$ cat src/rtl/assert_macros.svh
// Assertion macros for the RTL files that carry checks.
// Depends on clk and arst_n being visible where a macro is used.
`ifndef ASSERT_MACROS_SVH
`define ASSERT_MACROS_SVH

// Implication checked on every rising edge, held off during reset.
`define JKV_ASSERT_IMPLY(label, ante, cons, msg) \
	label: assert property (@(posedge clk) disable iff (!arst_n) (ante) |-> (cons)) \
		else $error(msg);

// Plain condition checked on every rising edge, held off during reset.
`define JKV_ASSERT_ALWAYS(label, cond, msg) \
	label: assert property (@(posedge clk) disable iff (!arst_n) (cond)) \
		else $error(msg);

`endif

$ cat src/rtl/jkv_pkg.sv
// Package for the JSON key/value extractor: sizes, character codes,
// register indexes and the transaction types of both channels. No dependencies.
`default_nettype none

package jkv_pkg;

	localparam int MAX_KEY_LEN = 16;
	localparam int DEPTH_BITS  = 16;

	localparam int KEY_CHARS = 16;
	localparam int KIDX_W    = $clog2(KEY_CHARS);
	localparam int KEY_CAP   = (MAX_KEY_LEN < KEY_CHARS) ? MAX_KEY_LEN : KEY_CHARS;
	localparam int KLEN_W    = 5;
	localparam int WIN_LEN   = MAX_KEY_LEN + 3;
	localparam int SEEN_W    = $clog2(WIN_LEN + 1);
	localparam int CFG_IDX_W = 2;
	localparam int CFG_W     = 64;

	localparam logic [CFG_IDX_W-1:0] CFG_KEY_LO = 2'd0;
	localparam logic [CFG_IDX_W-1:0] CFG_KEY_HI = 2'd1;
	localparam logic [CFG_IDX_W-1:0] CFG_KEY_LEN = 2'd2;
	localparam logic [CFG_IDX_W-1:0] CFG_MODE = 2'd3;

	localparam logic [7:0] CH_NUL    = 8'h00;
	localparam logic [7:0] CH_TAB    = 8'h09;
	localparam logic [7:0] CH_LF     = 8'h0A;
	localparam logic [7:0] CH_CR     = 8'h0D;
	localparam logic [7:0] CH_SPACE  = 8'h20;
	localparam logic [7:0] CH_QUOTE  = 8'h22;
	localparam logic [7:0] CH_COMMA  = 8'h2C;
	localparam logic [7:0] CH_MINUS  = 8'h2D;
	localparam logic [7:0] CH_ZERO   = 8'h30;
	localparam logic [7:0] CH_NINE   = 8'h39;
	localparam logic [7:0] CH_COLON  = 8'h3A;
	localparam logic [7:0] CH_LBRACK = 8'h5B;
	localparam logic [7:0] CH_BSLASH = 8'h5C;
	localparam logic [7:0] CH_RBRACK = 8'h5D;
	localparam logic [7:0] CH_LBRACE = 8'h7B;
	localparam logic [7:0] CH_RBRACE = 8'h7D;

	typedef logic [WIN_LEN-1:0][7:0] window_t;

	typedef struct packed {
		logic [7:0] text_byte;
		logic       doc_last;
	} text_t;

	typedef struct packed {
		logic [7:0]         value_byte;
		logic               byte_valid;
		logic               value_done;
		logic               found;
		logic signed [63:0] int_result;
	} result_t;

endpackage

`default_nettype wire

$ cat src/rtl/json_key_value_extractor_top.sv
// A result is registered in the output buffer (output or skid register) as its byte is accepted.
// One byte per cycle while text_stall is low; window compare and next-state logic are combinational.
// stall rises only while both output buffer entries hold results.
// Reset (arst_n low) clears document state, config registers and the buffer at once.
// Top level of the JSON key/value extractor. Depends on jkv_pkg, jkv_core,
// jkv_outbuf and assert_macros.svh.
`default_nettype none
`include "assert_macros.svh"

module json_key_value_extractor_top (
	input  var logic                          clk,
	input  var logic                          arst_n,
	input  var logic                          text_valid,
	output var logic                          text_stall,
	input  var jkv_pkg::text_t                text,
	output var logic                          result_valid,
	input  var logic                          result_stall,
	output var jkv_pkg::result_t              result,
	input  var logic                          cfg_wr_en,
	input  var logic [jkv_pkg::CFG_IDX_W-1:0] cfg_index,
	input  var logic [jkv_pkg::CFG_W-1:0]     cfg_data
);
	import jkv_pkg::*;

	logic    accept;
	logic    res_en;
	result_t res;
	logic    buf_full;

	assign text_stall = buf_full;
	assign accept     = text_valid && !text_stall;

	jkv_core u_core (
		.clk       (clk),
		.arst_n    (arst_n),
		.accept    (accept),
		.text      (text),
		.cfg_wr_en (cfg_wr_en),
		.cfg_index (cfg_index),
		.cfg_data  (cfg_data),
		.res       (res),
		.res_en    (res_en)
	);

	jkv_outbuf u_outbuf (
		.clk       (clk),
		.arst_n    (arst_n),
		.push      (accept && res_en),
		.push_data (res),
		.out_stall (result_stall),
		.out_valid (result_valid),
		.out_data  (result),
		.full      (buf_full)
	);

	`JKV_ASSERT_IMPLY(a_stall_needs_result, text_stall, result_valid, "stall without a held result")
	`JKV_ASSERT_IMPLY(a_stall_rise_cause, $rose(text_stall), $past(result_valid && result_stall), "stall rose without output backpressure")
	`JKV_ASSERT_IMPLY(a_byte_result_form, result_valid && result.byte_valid, result.found && (result.int_result == 64'sd0), "byte transaction malformed")

endmodule

`default_nettype wire

$ cat src/rtl/jkv_match.sv
// Marker comparator: checks the byte window for the quoted key and colon.
// Depends on jkv_pkg.
`default_nettype none

module jkv_match (
	input  var jkv_pkg::window_t            win,
	input  var logic [jkv_pkg::SEEN_W-1:0]  seen,
	input  var logic [jkv_pkg::KLEN_W-1:0]  key_len,
	input  var logic [63:0]                 key_lo,
	input  var logic [63:0]                 key_hi,
	output var logic                        hit
);
	import jkv_pkg::*;

	logic [KEY_CHARS-1:0][7:0] key;
	logic [SEEN_W-1:0]         need;

	assign key  = {key_hi, key_lo};
	assign need = SEEN_W'(key_len) + SEEN_W'(3);

	always_comb begin
		logic [7:0] pos;
		logic [7:0] len8;
		logic [7:0] kidx;
		logic [7:0] expect_byte;
		len8 = 8'(key_len);
		pos = 8'd0;
		kidx = 8'd0;
		expect_byte = CH_NUL;
		hit = (seen >= need);
		// k counts back from the newest byte
		for (int k = 0; k < WIN_LEN; k++) begin
			pos = 8'(k);
			kidx = len8 + 8'd1 - pos;
			if (pos == 8'd0)
				expect_byte = CH_COLON;
			else if (pos == 8'd1 || pos == len8 + 8'd2)
				expect_byte = CH_QUOTE;
			else
				expect_byte = key[kidx[KIDX_W-1:0]];
			if ((pos <= len8 + 8'd2) && (win[WIN_LEN-1-k] != expect_byte))
				hit = 1'b0;
		end
	end

endmodule

`default_nettype wire

$ cat src/rtl/jkv_core.sv
// Scanner core: configuration registers, document state and the per-byte
// update that yields at most one result. Depends on jkv_pkg and jkv_match.
`default_nettype none

module jkv_core (
	input  var logic                          clk,
	input  var logic                          arst_n,
	input  var logic                          accept,
	input  var jkv_pkg::text_t                text,
	input  var logic                          cfg_wr_en,
	input  var logic [jkv_pkg::CFG_IDX_W-1:0] cfg_index,
	input  var logic [jkv_pkg::CFG_W-1:0]     cfg_data,
	output var jkv_pkg::result_t              res,
	output var logic                          res_en
);
	import jkv_pkg::*;

	typedef enum logic [2:0] {
		PH_SEARCH,
		PH_SKIP,
		PH_RAW,
		PH_NUM_FIRST,
		PH_NUM_MORE,
		PH_DONE
	} phase_t;

	localparam logic [DEPTH_BITS-1:0] DEPTH_MAX = {DEPTH_BITS{1'b1}};
	localparam logic [SEEN_W-1:0]     SEEN_MAX  = SEEN_W'(WIN_LEN);
	localparam logic [KLEN_W-1:0]     KLEN_CAP  = KLEN_W'(KEY_CAP);

	logic [63:0]       key_lo_q, key_hi_q;
	logic [KLEN_W-1:0] key_len_q;
	logic              mode_q;

	phase_t                phase_q, phase_n;
	logic [SEEN_W-1:0]     seen_q, seen_n, seen_inc;
	logic [DEPTH_BITS-1:0] depth_q, depth_n;
	logic                  in_str_q, in_str_n;
	logic                  bslash_q, bslash_n;
	logic [63:0]           acc_q, acc_n;
	logic                  neg_q, neg_n;
	window_t               win_q, win_sh;

	logic [KLEN_W-1:0] eff_len;
	logic              hit;
	logic [7:0]        c;

	assign c        = text.text_byte;
	assign eff_len  = (key_len_q > KLEN_CAP) ? KLEN_CAP : key_len_q;
	assign seen_inc = (seen_q < SEEN_MAX) ? seen_q + SEEN_W'(1) : seen_q;

	always_comb begin
		win_sh[WIN_LEN-2:0] = win_q[WIN_LEN-1:1];
		win_sh[WIN_LEN-1]   = c;
	end

	jkv_match u_match (
		.win     (win_sh),
		.seen    (seen_inc),
		.key_len (eff_len),
		.key_lo  (key_lo_q),
		.key_hi  (key_hi_q),
		.hit     (hit)
	);

	always_comb begin
		logic        raw_go, num_go, num_first;
		logic        emit, fin, fin_found;
		logic        is_digit, is_blank, is_delim;
		logic [63:0] digit, dterm, int_val;
		raw_go    = 1'b0;
		num_go    = 1'b0;
		num_first = 1'b0;
		emit      = 1'b0;
		fin       = 1'b0;
		fin_found = 1'b0;
		int_val   = 64'd0;
		is_digit  = (c >= CH_ZERO) && (c <= CH_NINE);
		is_blank  = (c == CH_SPACE) || (c == CH_TAB) || (c == CH_LF);
		is_delim  = is_blank || (c == CH_COMMA) || (c == CH_CR);
		digit     = {60'd0, c[3:0]};
		dterm     = neg_q ? (64'd0 - digit) : digit;

		phase_n  = phase_q;
		seen_n   = seen_q;
		depth_n  = depth_q;
		in_str_n = in_str_q;
		bslash_n = bslash_q;
		acc_n    = acc_q;
		neg_n    = neg_q;

		if (c != CH_NUL) begin
			unique case (phase_q)
				PH_SEARCH: begin
					seen_n = seen_inc;
					if (hit)
						phase_n = PH_SKIP;
				end
				PH_SKIP: begin
					if (!is_blank) begin
						if (mode_q) begin
							phase_n = PH_NUM_FIRST;
							if (c == CH_MINUS) begin
								neg_n = 1'b1;
							end else begin
								num_go    = 1'b1;
								num_first = 1'b1;
							end
						end else begin
							raw_go = 1'b1;
						end
					end
				end
				PH_RAW: raw_go = 1'b1;
				PH_NUM_FIRST: begin
					num_go    = 1'b1;
					num_first = 1'b1;
				end
				PH_NUM_MORE: num_go = 1'b1;
				PH_DONE: ;
				default: ;
			endcase
		end

		if (raw_go) begin
			if (in_str_q) begin
				if (bslash_q)
					bslash_n = 1'b0;
				else if (c == CH_BSLASH)
					bslash_n = 1'b1;
				else if (c == CH_QUOTE)
					in_str_n = 1'b0;
				emit = 1'b1;
			end else if (c == CH_QUOTE) begin
				in_str_n = 1'b1;
				emit = 1'b1;
			end else if (c == CH_LBRACE || c == CH_LBRACK) begin
				if (depth_q != DEPTH_MAX)
					depth_n = depth_q + DEPTH_BITS'(1);
				emit = 1'b1;
			end else if (c == CH_RBRACE || c == CH_RBRACK) begin
				emit = 1'b1;
				if (depth_q == '0) begin
					fin = 1'b1;
					fin_found = 1'b1;
				end else begin
					depth_n = depth_q - DEPTH_BITS'(1);
				end
			end else if (depth_q == '0 && is_delim) begin
				fin = 1'b1;
				fin_found = (phase_q == PH_RAW);
			end else begin
				emit = 1'b1;
			end
			if (!fin)
				phase_n = PH_RAW;
		end

		if (num_go) begin
			if (!is_digit) begin
				fin = 1'b1;
				fin_found = !num_first;
				int_val = num_first ? 64'd0 : acc_q;
			end else begin
				// x10 as two shifted adds
				acc_n = num_first ? dterm : (acc_q << 3) + (acc_q << 1) + dterm;
				phase_n = PH_NUM_MORE;
			end
		end

		if (fin)
			phase_n = PH_DONE;

		// end of text: doc_last or a zero byte
		if ((text.doc_last || c == CH_NUL) && phase_n != PH_DONE) begin
			fin = 1'b1;
			fin_found = (phase_n == PH_RAW) || (phase_n == PH_NUM_MORE);
			int_val = (phase_n == PH_NUM_MORE) ? acc_n : 64'd0;
			phase_n = PH_DONE;
		end

		res.value_byte = emit ? c : CH_NUL;
		res.byte_valid = emit;
		res.value_done = fin;
		res.found      = emit | fin_found;
		res.int_result = int_val;
		res_en         = emit | fin;

		if (text.doc_last) begin
			phase_n  = PH_SEARCH;
			seen_n   = '0;
			depth_n  = '0;
			in_str_n = 1'b0;
			bslash_n = 1'b0;
			acc_n    = 64'd0;
			neg_n    = 1'b0;
		end
	end

	always_ff @(posedge clk or negedge arst_n) begin
		if (!arst_n) begin
			key_lo_q  <= 64'd0;
			key_hi_q  <= 64'd0;
			key_len_q <= '0;
			mode_q    <= 1'b0;
		end else if (cfg_wr_en) begin
			unique case (cfg_index)
				CFG_KEY_LO:  key_lo_q <= cfg_data;
				CFG_KEY_HI:  key_hi_q <= cfg_data;
				CFG_KEY_LEN: key_len_q <= cfg_data[KLEN_W-1:0];
				CFG_MODE:    mode_q <= cfg_data[0];
				default: ;
			endcase
		end
	end

	always_ff @(posedge clk or negedge arst_n) begin
		if (!arst_n) begin
			phase_q  <= PH_SEARCH;
			seen_q   <= '0;
			depth_q  <= '0;
			in_str_q <= 1'b0;
			bslash_q <= 1'b0;
			acc_q    <= 64'd0;
			neg_q    <= 1'b0;
		end else if (accept) begin
			phase_q  <= phase_n;
			seen_q   <= seen_n;
			depth_q  <= depth_n;
			in_str_q <= in_str_n;
			bslash_q <= bslash_n;
			acc_q    <= acc_n;
			neg_q    <= neg_n;
		end
	end

	// window contents only count once seen_q covers them
	always_ff @(posedge clk) begin
		if (accept && phase_q == PH_SEARCH && c != CH_NUL)
			win_q <= win_sh;
	end

endmodule

`default_nettype wire

$ cat src/rtl/jkv_outbuf.sv
// Two-entry output buffer: result register plus skid register.
// Depends on jkv_pkg.
`default_nettype none

module jkv_outbuf (
	input  var logic             clk,
	input  var logic             arst_n,
	input  var logic             push,
	input  var jkv_pkg::result_t push_data,
	input  var logic             out_stall,
	output var logic             out_valid,
	output var jkv_pkg::result_t out_data,
	output var logic             full
);
	import jkv_pkg::*;

	logic    main_v_q, skid_v_q;
	result_t main_q, skid_q;
	logic    room;

	assign room      = !main_v_q || !out_stall;
	assign out_valid = main_v_q;
	assign out_data  = main_q;
	assign full      = skid_v_q;

	always_ff @(posedge clk or negedge arst_n) begin
		if (!arst_n) begin
			main_v_q <= 1'b0;
			skid_v_q <= 1'b0;
		end else if (room) begin
			main_v_q <= skid_v_q || push;
			skid_v_q <= 1'b0;
		end else if (push) begin
			skid_v_q <= 1'b1;
		end
	end

	always_ff @(posedge clk) begin
		if (room) begin
			if (skid_v_q)
				main_q <= skid_q;
			else if (push)
				main_q <= push_data;
		end else if (push) begin
			skid_q <= push_data;
		end
	end

endmodule

`default_nettype wire

$ cat config.mk
export PLATFORM = sky130hd
export DESIGN_NAME = json_key_value_extractor_top
export DESIGN_NICKNAME = d
export VERILOG_FILES = /design/src/rtl/jkv_pkg.sv /design/src/rtl/json_key_value_extractor_top.sv /design/src/rtl/jkv_match.sv /design/src/rtl/jkv_core.sv /design/src/rtl/jkv_outbuf.sv
export VERILOG_INCLUDE_DIRS = /design/src /design/src/rtl
export SDC_FILE = /design/constraint.sdc
export NUM_CORES = 2
export LEC_CHECK = 0
export BUFFER_PORTS_ARGS = -buffer_cell sky130_fd_sc_hd__buf_2
export CAP_MARGIN = 20
export CORE_AREA = 2 2 240 242
export CTS_CLUSTER_SIZE = 28
export DETAILED_ROUTE_END_ITERATION = 16
export DIE_AREA = 0 0 242 244
export HOLD_SLACK_MARGIN = 0.05
export PLACE_DENSITY_LB_ADDON = 0.1
export SYNTH_ARGS = -nofsm -noshare
export SYNTH_HDL_FRONTEND = slang
export SYNTH_HIERARCHICAL = 1
export SYNTH_SLANG_ARGS = --single-unit
$ cat constraint.sdc
create_clock -name clk -period 30 [get_ports clk]
set_input_delay 1.5 -clock clk [delete_from_list [all_inputs] [get_ports clk]]
set_output_delay 1.5 -clock clk [all_outputs]
set_load 0.05 [all_outputs]
; Yosys cells after proc, flatten, opt, wreduce, memory -nomap -nowiden
; Cells that the tools add are included.
[word_totals]
ff_bits = 521
output_inout_bits = 77
wordCells = 407
in_bits = 80
[classes]
bitwise = 3
n_eq_ne = 64
n_mux = 165
n_lt_le_gt_ge = 41
n_addsub = 26
reduce_logical = 67
[ops]
columns = cell, n
row1 = $mux 64, 10
row2 = $bmux 8 s4, 17
row3 = $mux 8, 35
row4 = $mux 75, 2
row5 = $ne 8x8->1, 17
row6 = $add 64x64->64, 2
row7 = $mux 16, 8
row8 = $lt 4x5->1 const B, 17
row9 = $mux 1, 73
row10 = $eq 4x8->1 const A, 8
row11 = $le 4x8->1 const A, 8
row12 = $eq 8x7->1 const B, 5
row13 = $mux 3, 11
row14 = $eq 3x8->1 const A, 4
row15 = $eq 8x6->1 const B, 4
row16 = $le 3x8->1 const A, 4
row17 = $sub 4x4->4 const B, 8
row18 = $logic_and 1x1->1, 26
row19 = $mux 5, 5
row20 = $eq 5x8->1 const A, 3
row21 = $eq 8x4->1 const B, 3
row22 = $reduce_bool 2->1, 9
row23 = $add 16x1->16 const B, 1
row24 = $eq 2x8->1 const A, 2
row25 = 45 further kinds, 84

; Longest topological paths before layout
[logic_depth]
depth_word = 41
mapped_depth = 31
ltp_nobuf = 21

; Modules after synthesis
; The synthesis kept the hierarchy.
[by_module_without_submodules]
columns = mod, area_per_inst_um2, cells_per_inst, seq_area_each_um2, instances
row1 = jkv_core, 20164.3, 1705, 9954.5, 1
row2 = jkv_match, 11666.2, 1310, 0.0, 1
row3 = jkv_outbuf, 5566.6, 240, 4554.4, 1
row4 = json_key_value_extractor_top, 15.0, 2, 0.0, 1

; Worst setup path after synthesis
; OpenSTA, ideal clock, no wires.
[synth_timing]
path_kind = input to register
from = input port text[1] (netlist bit)
to = register u_core.seen_q[0]
setup_slack_ns = 11.276
path_stages = 8
setup_ns = 0.142
required_ns = 29.858
arrival_time_ns = 18.582
path_buffers = 1
path_cell_list = inv_1 ha_1 nor3b_1 and2_1 clkbuf_1 nor4b_1 a21oi_1 a22o_1
[synth_between]
elab_chain_cells = 3
[synth_lines]
columns = item, line
row1 = "start, declared", json_key_value_extractor_top.sv:15  ; input var jkv_pkg::text_t text,
row2 = $reduce_bool 8->1, jkv_core.sv:92  ; if (c != CH_NUL) begin
row3 = $reduce_bool 2->1 (no source line), n/a
row4 = $reduce_and 3->1 (no source line), n/a
row5 = "end signal, assigned", jkv_core.sv:228  ; seen_q <= seen_n;
row6 = "end, declared", jkv_core.sv:36  ; logic [SEEN_W-1:0] seen_q, seen_n, seen_inc;
; No other way between the ends.
; A chain may end at the register's enable or synchronous reset.

==> out/qor.txt <==
Status: finished, final reports clean
Post-DRT Antenna Nets: 0
Worst slew margin: 0.202
Die area: 59000 sq um
Synth area leaders: edfxtp_1 24%, dfrtp_1 15%, mux2_2 7.7%
Initial antenna violation count: 3
Max VDD drop: 0.0869 mV
Postcts setup bufs: 0
CTS root buf: clkbuf_16
RePlAce Congestion: 1.16
DR DRC count: 0
Tightest Pin Transition: 1160 ps
Ys flop type: edfxtp_1
Fin. Hold Viols: 0
R2R Setup Slk: 20060 ps
Area share of the largest cell type after synthesis: 0.236
Lkg Pwr: 16.7 nW
Setup Skew: 47.4 ps
Worst-path fanout max: 167
Syn Nets: 3497
DP HPWL: 93.1 mm
Reg2reg start: u_core/key_len_q[4]
Die width: 242 um
Clk sink count: 521
DR vias: 30.5k
Initial Utilization: 0.666
Power Density: 96.3 nW/um^2
P&R area growth vs syn: 8.44%
Worst hold-check path type: reg -> reg
Routed WL: 129 mm
CP required: 30240 ps
Post-DR vias/cell: 7.37
Critical Path Most Common Cell: nand2_1
Die Span Y: 244 um
Layout cell share with drive strength beyond 1: 0.223
Number of global-route vias before repair: 30.3k
Iter 0 DRT Violations: 3581
Most frequent cells in the layout: 294 x edfxtp_1, 256 x mux2_2, 248 x mux2i_1, 226 x dfrtp_1, 198 x nand2_1
FF-to-FF path depth: 21
Post_cts resized: 0
CTS Buf Count: 54
Fmax: 101 MHz
Fin nets: 3577
Worst setup SP type: flip-flop
CTS tree: built
PortBufs: 156
Clock transition at the registers of the reported paths: 60 ps
Routed len/inst: 31.2 um
Gr usage total: 0.438
H-tree Lvls: 2
Final setup viols: 0
Standard-cell row count: 87
Grt total ovfl: 0
CORE AREA: 56200 sq um
Maxcap violations: 0
Commonest non-fill, non-tap cell in the layout: edfxtp_1
Number of synthesized register bits: 521
Post-synth cell types: 113
# IOs: 157
Post-synthesis sequential area ratio: 0.388
Critical Path AT: 10190 ps
Period Utilization, post-route: 0.331
Hold endpoint: u_core/win_q[28]
Async set-reset flop share out of synthesis: 0.436
Ys Warns: 6
Post-synth EDFFs: 294
Critical Path, Cell by Cell: nor2b_1 > inv_1 > ha_4 > buf_12 > mux4_2 > nand2_1 > nand2_1 > o22ai_1 > xnor2_1 > or4_1 > o21ai_0 > nand4_1 > a2111o_1 > nor4_2 > a31oi_1 > nor4bb_1 > o21bai_1 > or2_2 > and3b_1 > a2bb2oi_4 > buf_4
First-pass GRT wire length: 194 mm
Worst-case clock buffer depth: 3
Slew Viols, Final: 0
Synth Cell Area: 37400 sq um
Fill cells: 3838
CP Class: reg -> reg
Worst skew pair latency: 650 ps
Cells after Synth: 3257
Largest net degree at the start of global routing: 168
Final Power: 3.91 mW
Hold Path Stages: 0
HP Start: u_core/win_q[36]
Final setup TNS: 0 ps
Slowest CP cell: ha_4
Drt first pass iters: 6
Post-CTS Hold Buffers: 0
RSZ-0062 raised after global routing: false
CP max stage delay: 800 ps
Mean Syn Cell Area: 11.5 sq um
Area leader, netlist: edfxtp_1
Minimum clock period: 9940 ps
Worst Setup End Kind: flip-flop
R2R Path End: u_outbuf/out_data[57]
## logic make-up after synthesis
kind of cell,count (synthesis),share of synthesized area
XOR/XNOR,186,0.0451
AO/OA/AOI/OAI,793,0.150
AND/OR/NAND/NOR,716,0.0968
flip-flops,521,0.388
buffers and inverters,239,0.0317
adder cells (fa/ha/maj),160,0.0660
multiplexers,642,0.223
## layer usage
layer / up-vias / routed length, um / global-route usage
met5: - / 9 / 0
met4: 2 / 13300 / 0.356
met3: 632 / 12700 / 0.109
met2: 2003 / 58900 / 0.695
met1: 15042 / 44300 / 0.508
li1: 12826 / - / -
## where the power goes
part           switching (mW)  leakage (nW)  internal (mW)
clock                   0.303         0.895          0.395
sequential              0.197          5.65          0.980
combinational            1.29          10.1          0.744
total                    1.79          16.7           2.12
## registers in the layout, indices dropped and copies added (netlist names), 3 cells and up
| signal | flops |
|---|---|
| u_core/seen_q | 5 |
| u_outbuf/out_data | 75 |
| u_core/key_hi_q | 64 |
| u_core/depth_q | 16 |
| u_outbuf/skid_q | 75 |
| u_core/key_lo_q | 64 |
| u_core/key_len_q | 5 |
| u_core/phase_q | 3 |
| u_core/acc_q | 64 |
| u_core/win_q | 144 |
## cell usage after synthesis (12+ instances only)
cell type	n
a31oi_1	12
o211ai_1	19
a32oi_1	18
a21boi_0	17
xnor2_1	104
o31ai_1	33
inv_1	52
edfxtp_1	294
buf_4	29
o22ai_1	28
buf_2	41
nor2b_1	33
a221o_1	55
mux4_2	121
fa_1	62
ha_1	98
a22o_1	26
mux2_4	17
mux2_2	256
nand3_1	49
o21bai_1	19
o21ai_0	145
nor2_1	152
a211oi_1	27
a21oi_1	158
dfrtp_1	227
or3_1	12
mux2i_1	248
nand4_1	38
nor3_1	55
nand2_1	198
buf_6	17
nand2b_1	22
o21a_1	22
xor2_1	77
a211o_1	13
and2_1	29
and3_1	35
clkbuf_1	90
a22oi_1	28
nor4_1	28
a21o_1	53
## worst max-delay path, delay by kind of cell (launching register included)
family,cells,cell delay [ps]
adder cells (fa/ha/maj),1,800
flip-flops,1,610
AND/OR/NAND/NOR,9,3180
buffers and inverters,3,1550
multiplexers,1,470
XOR/XNOR,1,110
AO/OA/AOI/OAI,6,2480
## how the worst max path moves through the flow
stage,to,slack [ps],from,depth (start not counted)
after global placement,u_outbuf/skid_q[57],21010,u_core/key_len_q[4],21
after detailed placement,u_outbuf/skid_q[55],20750,u_core/key_len_q[4],21
after floorplan,u_core/seen_q[0],11280,text[1],8
after CTS,u_outbuf/skid_q[59],20540,u_core/key_len_q[4],21
final,u_outbuf/out_data[57],20060,u_core/key_len_q[4],21
after global routing,u_outbuf/skid_q[49],19880,u_core/key_len_q[4],20
## final cells by class
| class | count | area, sq um | area share |
|---|---|---|---|
| antenna | 3 | 7.51 | 0.000185 |
| clock buffer | 74 | 1530 | 0.0377 |
| clock inverter | 26 | 310 | 0.00765 |
| inverter | 53 | 199 | 0.00490 |
| multi-input combinational | 2497 | 21800 | 0.538 |
| sequential | 521 | 14500 | 0.358 |
| tap | 756 | 946 | 0.0233 |
| timing repair buffer | 210 | 1220 | 0.0301 |
## through the flow
stage	util	std cells	cell area [sq um]	hold slack [ps]	worst slack (ps)
after CTS	0.721	4131	40500	457	20540
final	0.722	4140	40600	453	20060
after detailed placement	0.689	4031	38700	445	20750
after global routing	0.722	4137	40600	469	19880
after floorplan	-	3257	37400	418	11280
after global placement	0.688	4028	38700	435	21010
Power figures use the tool's default switching activity.
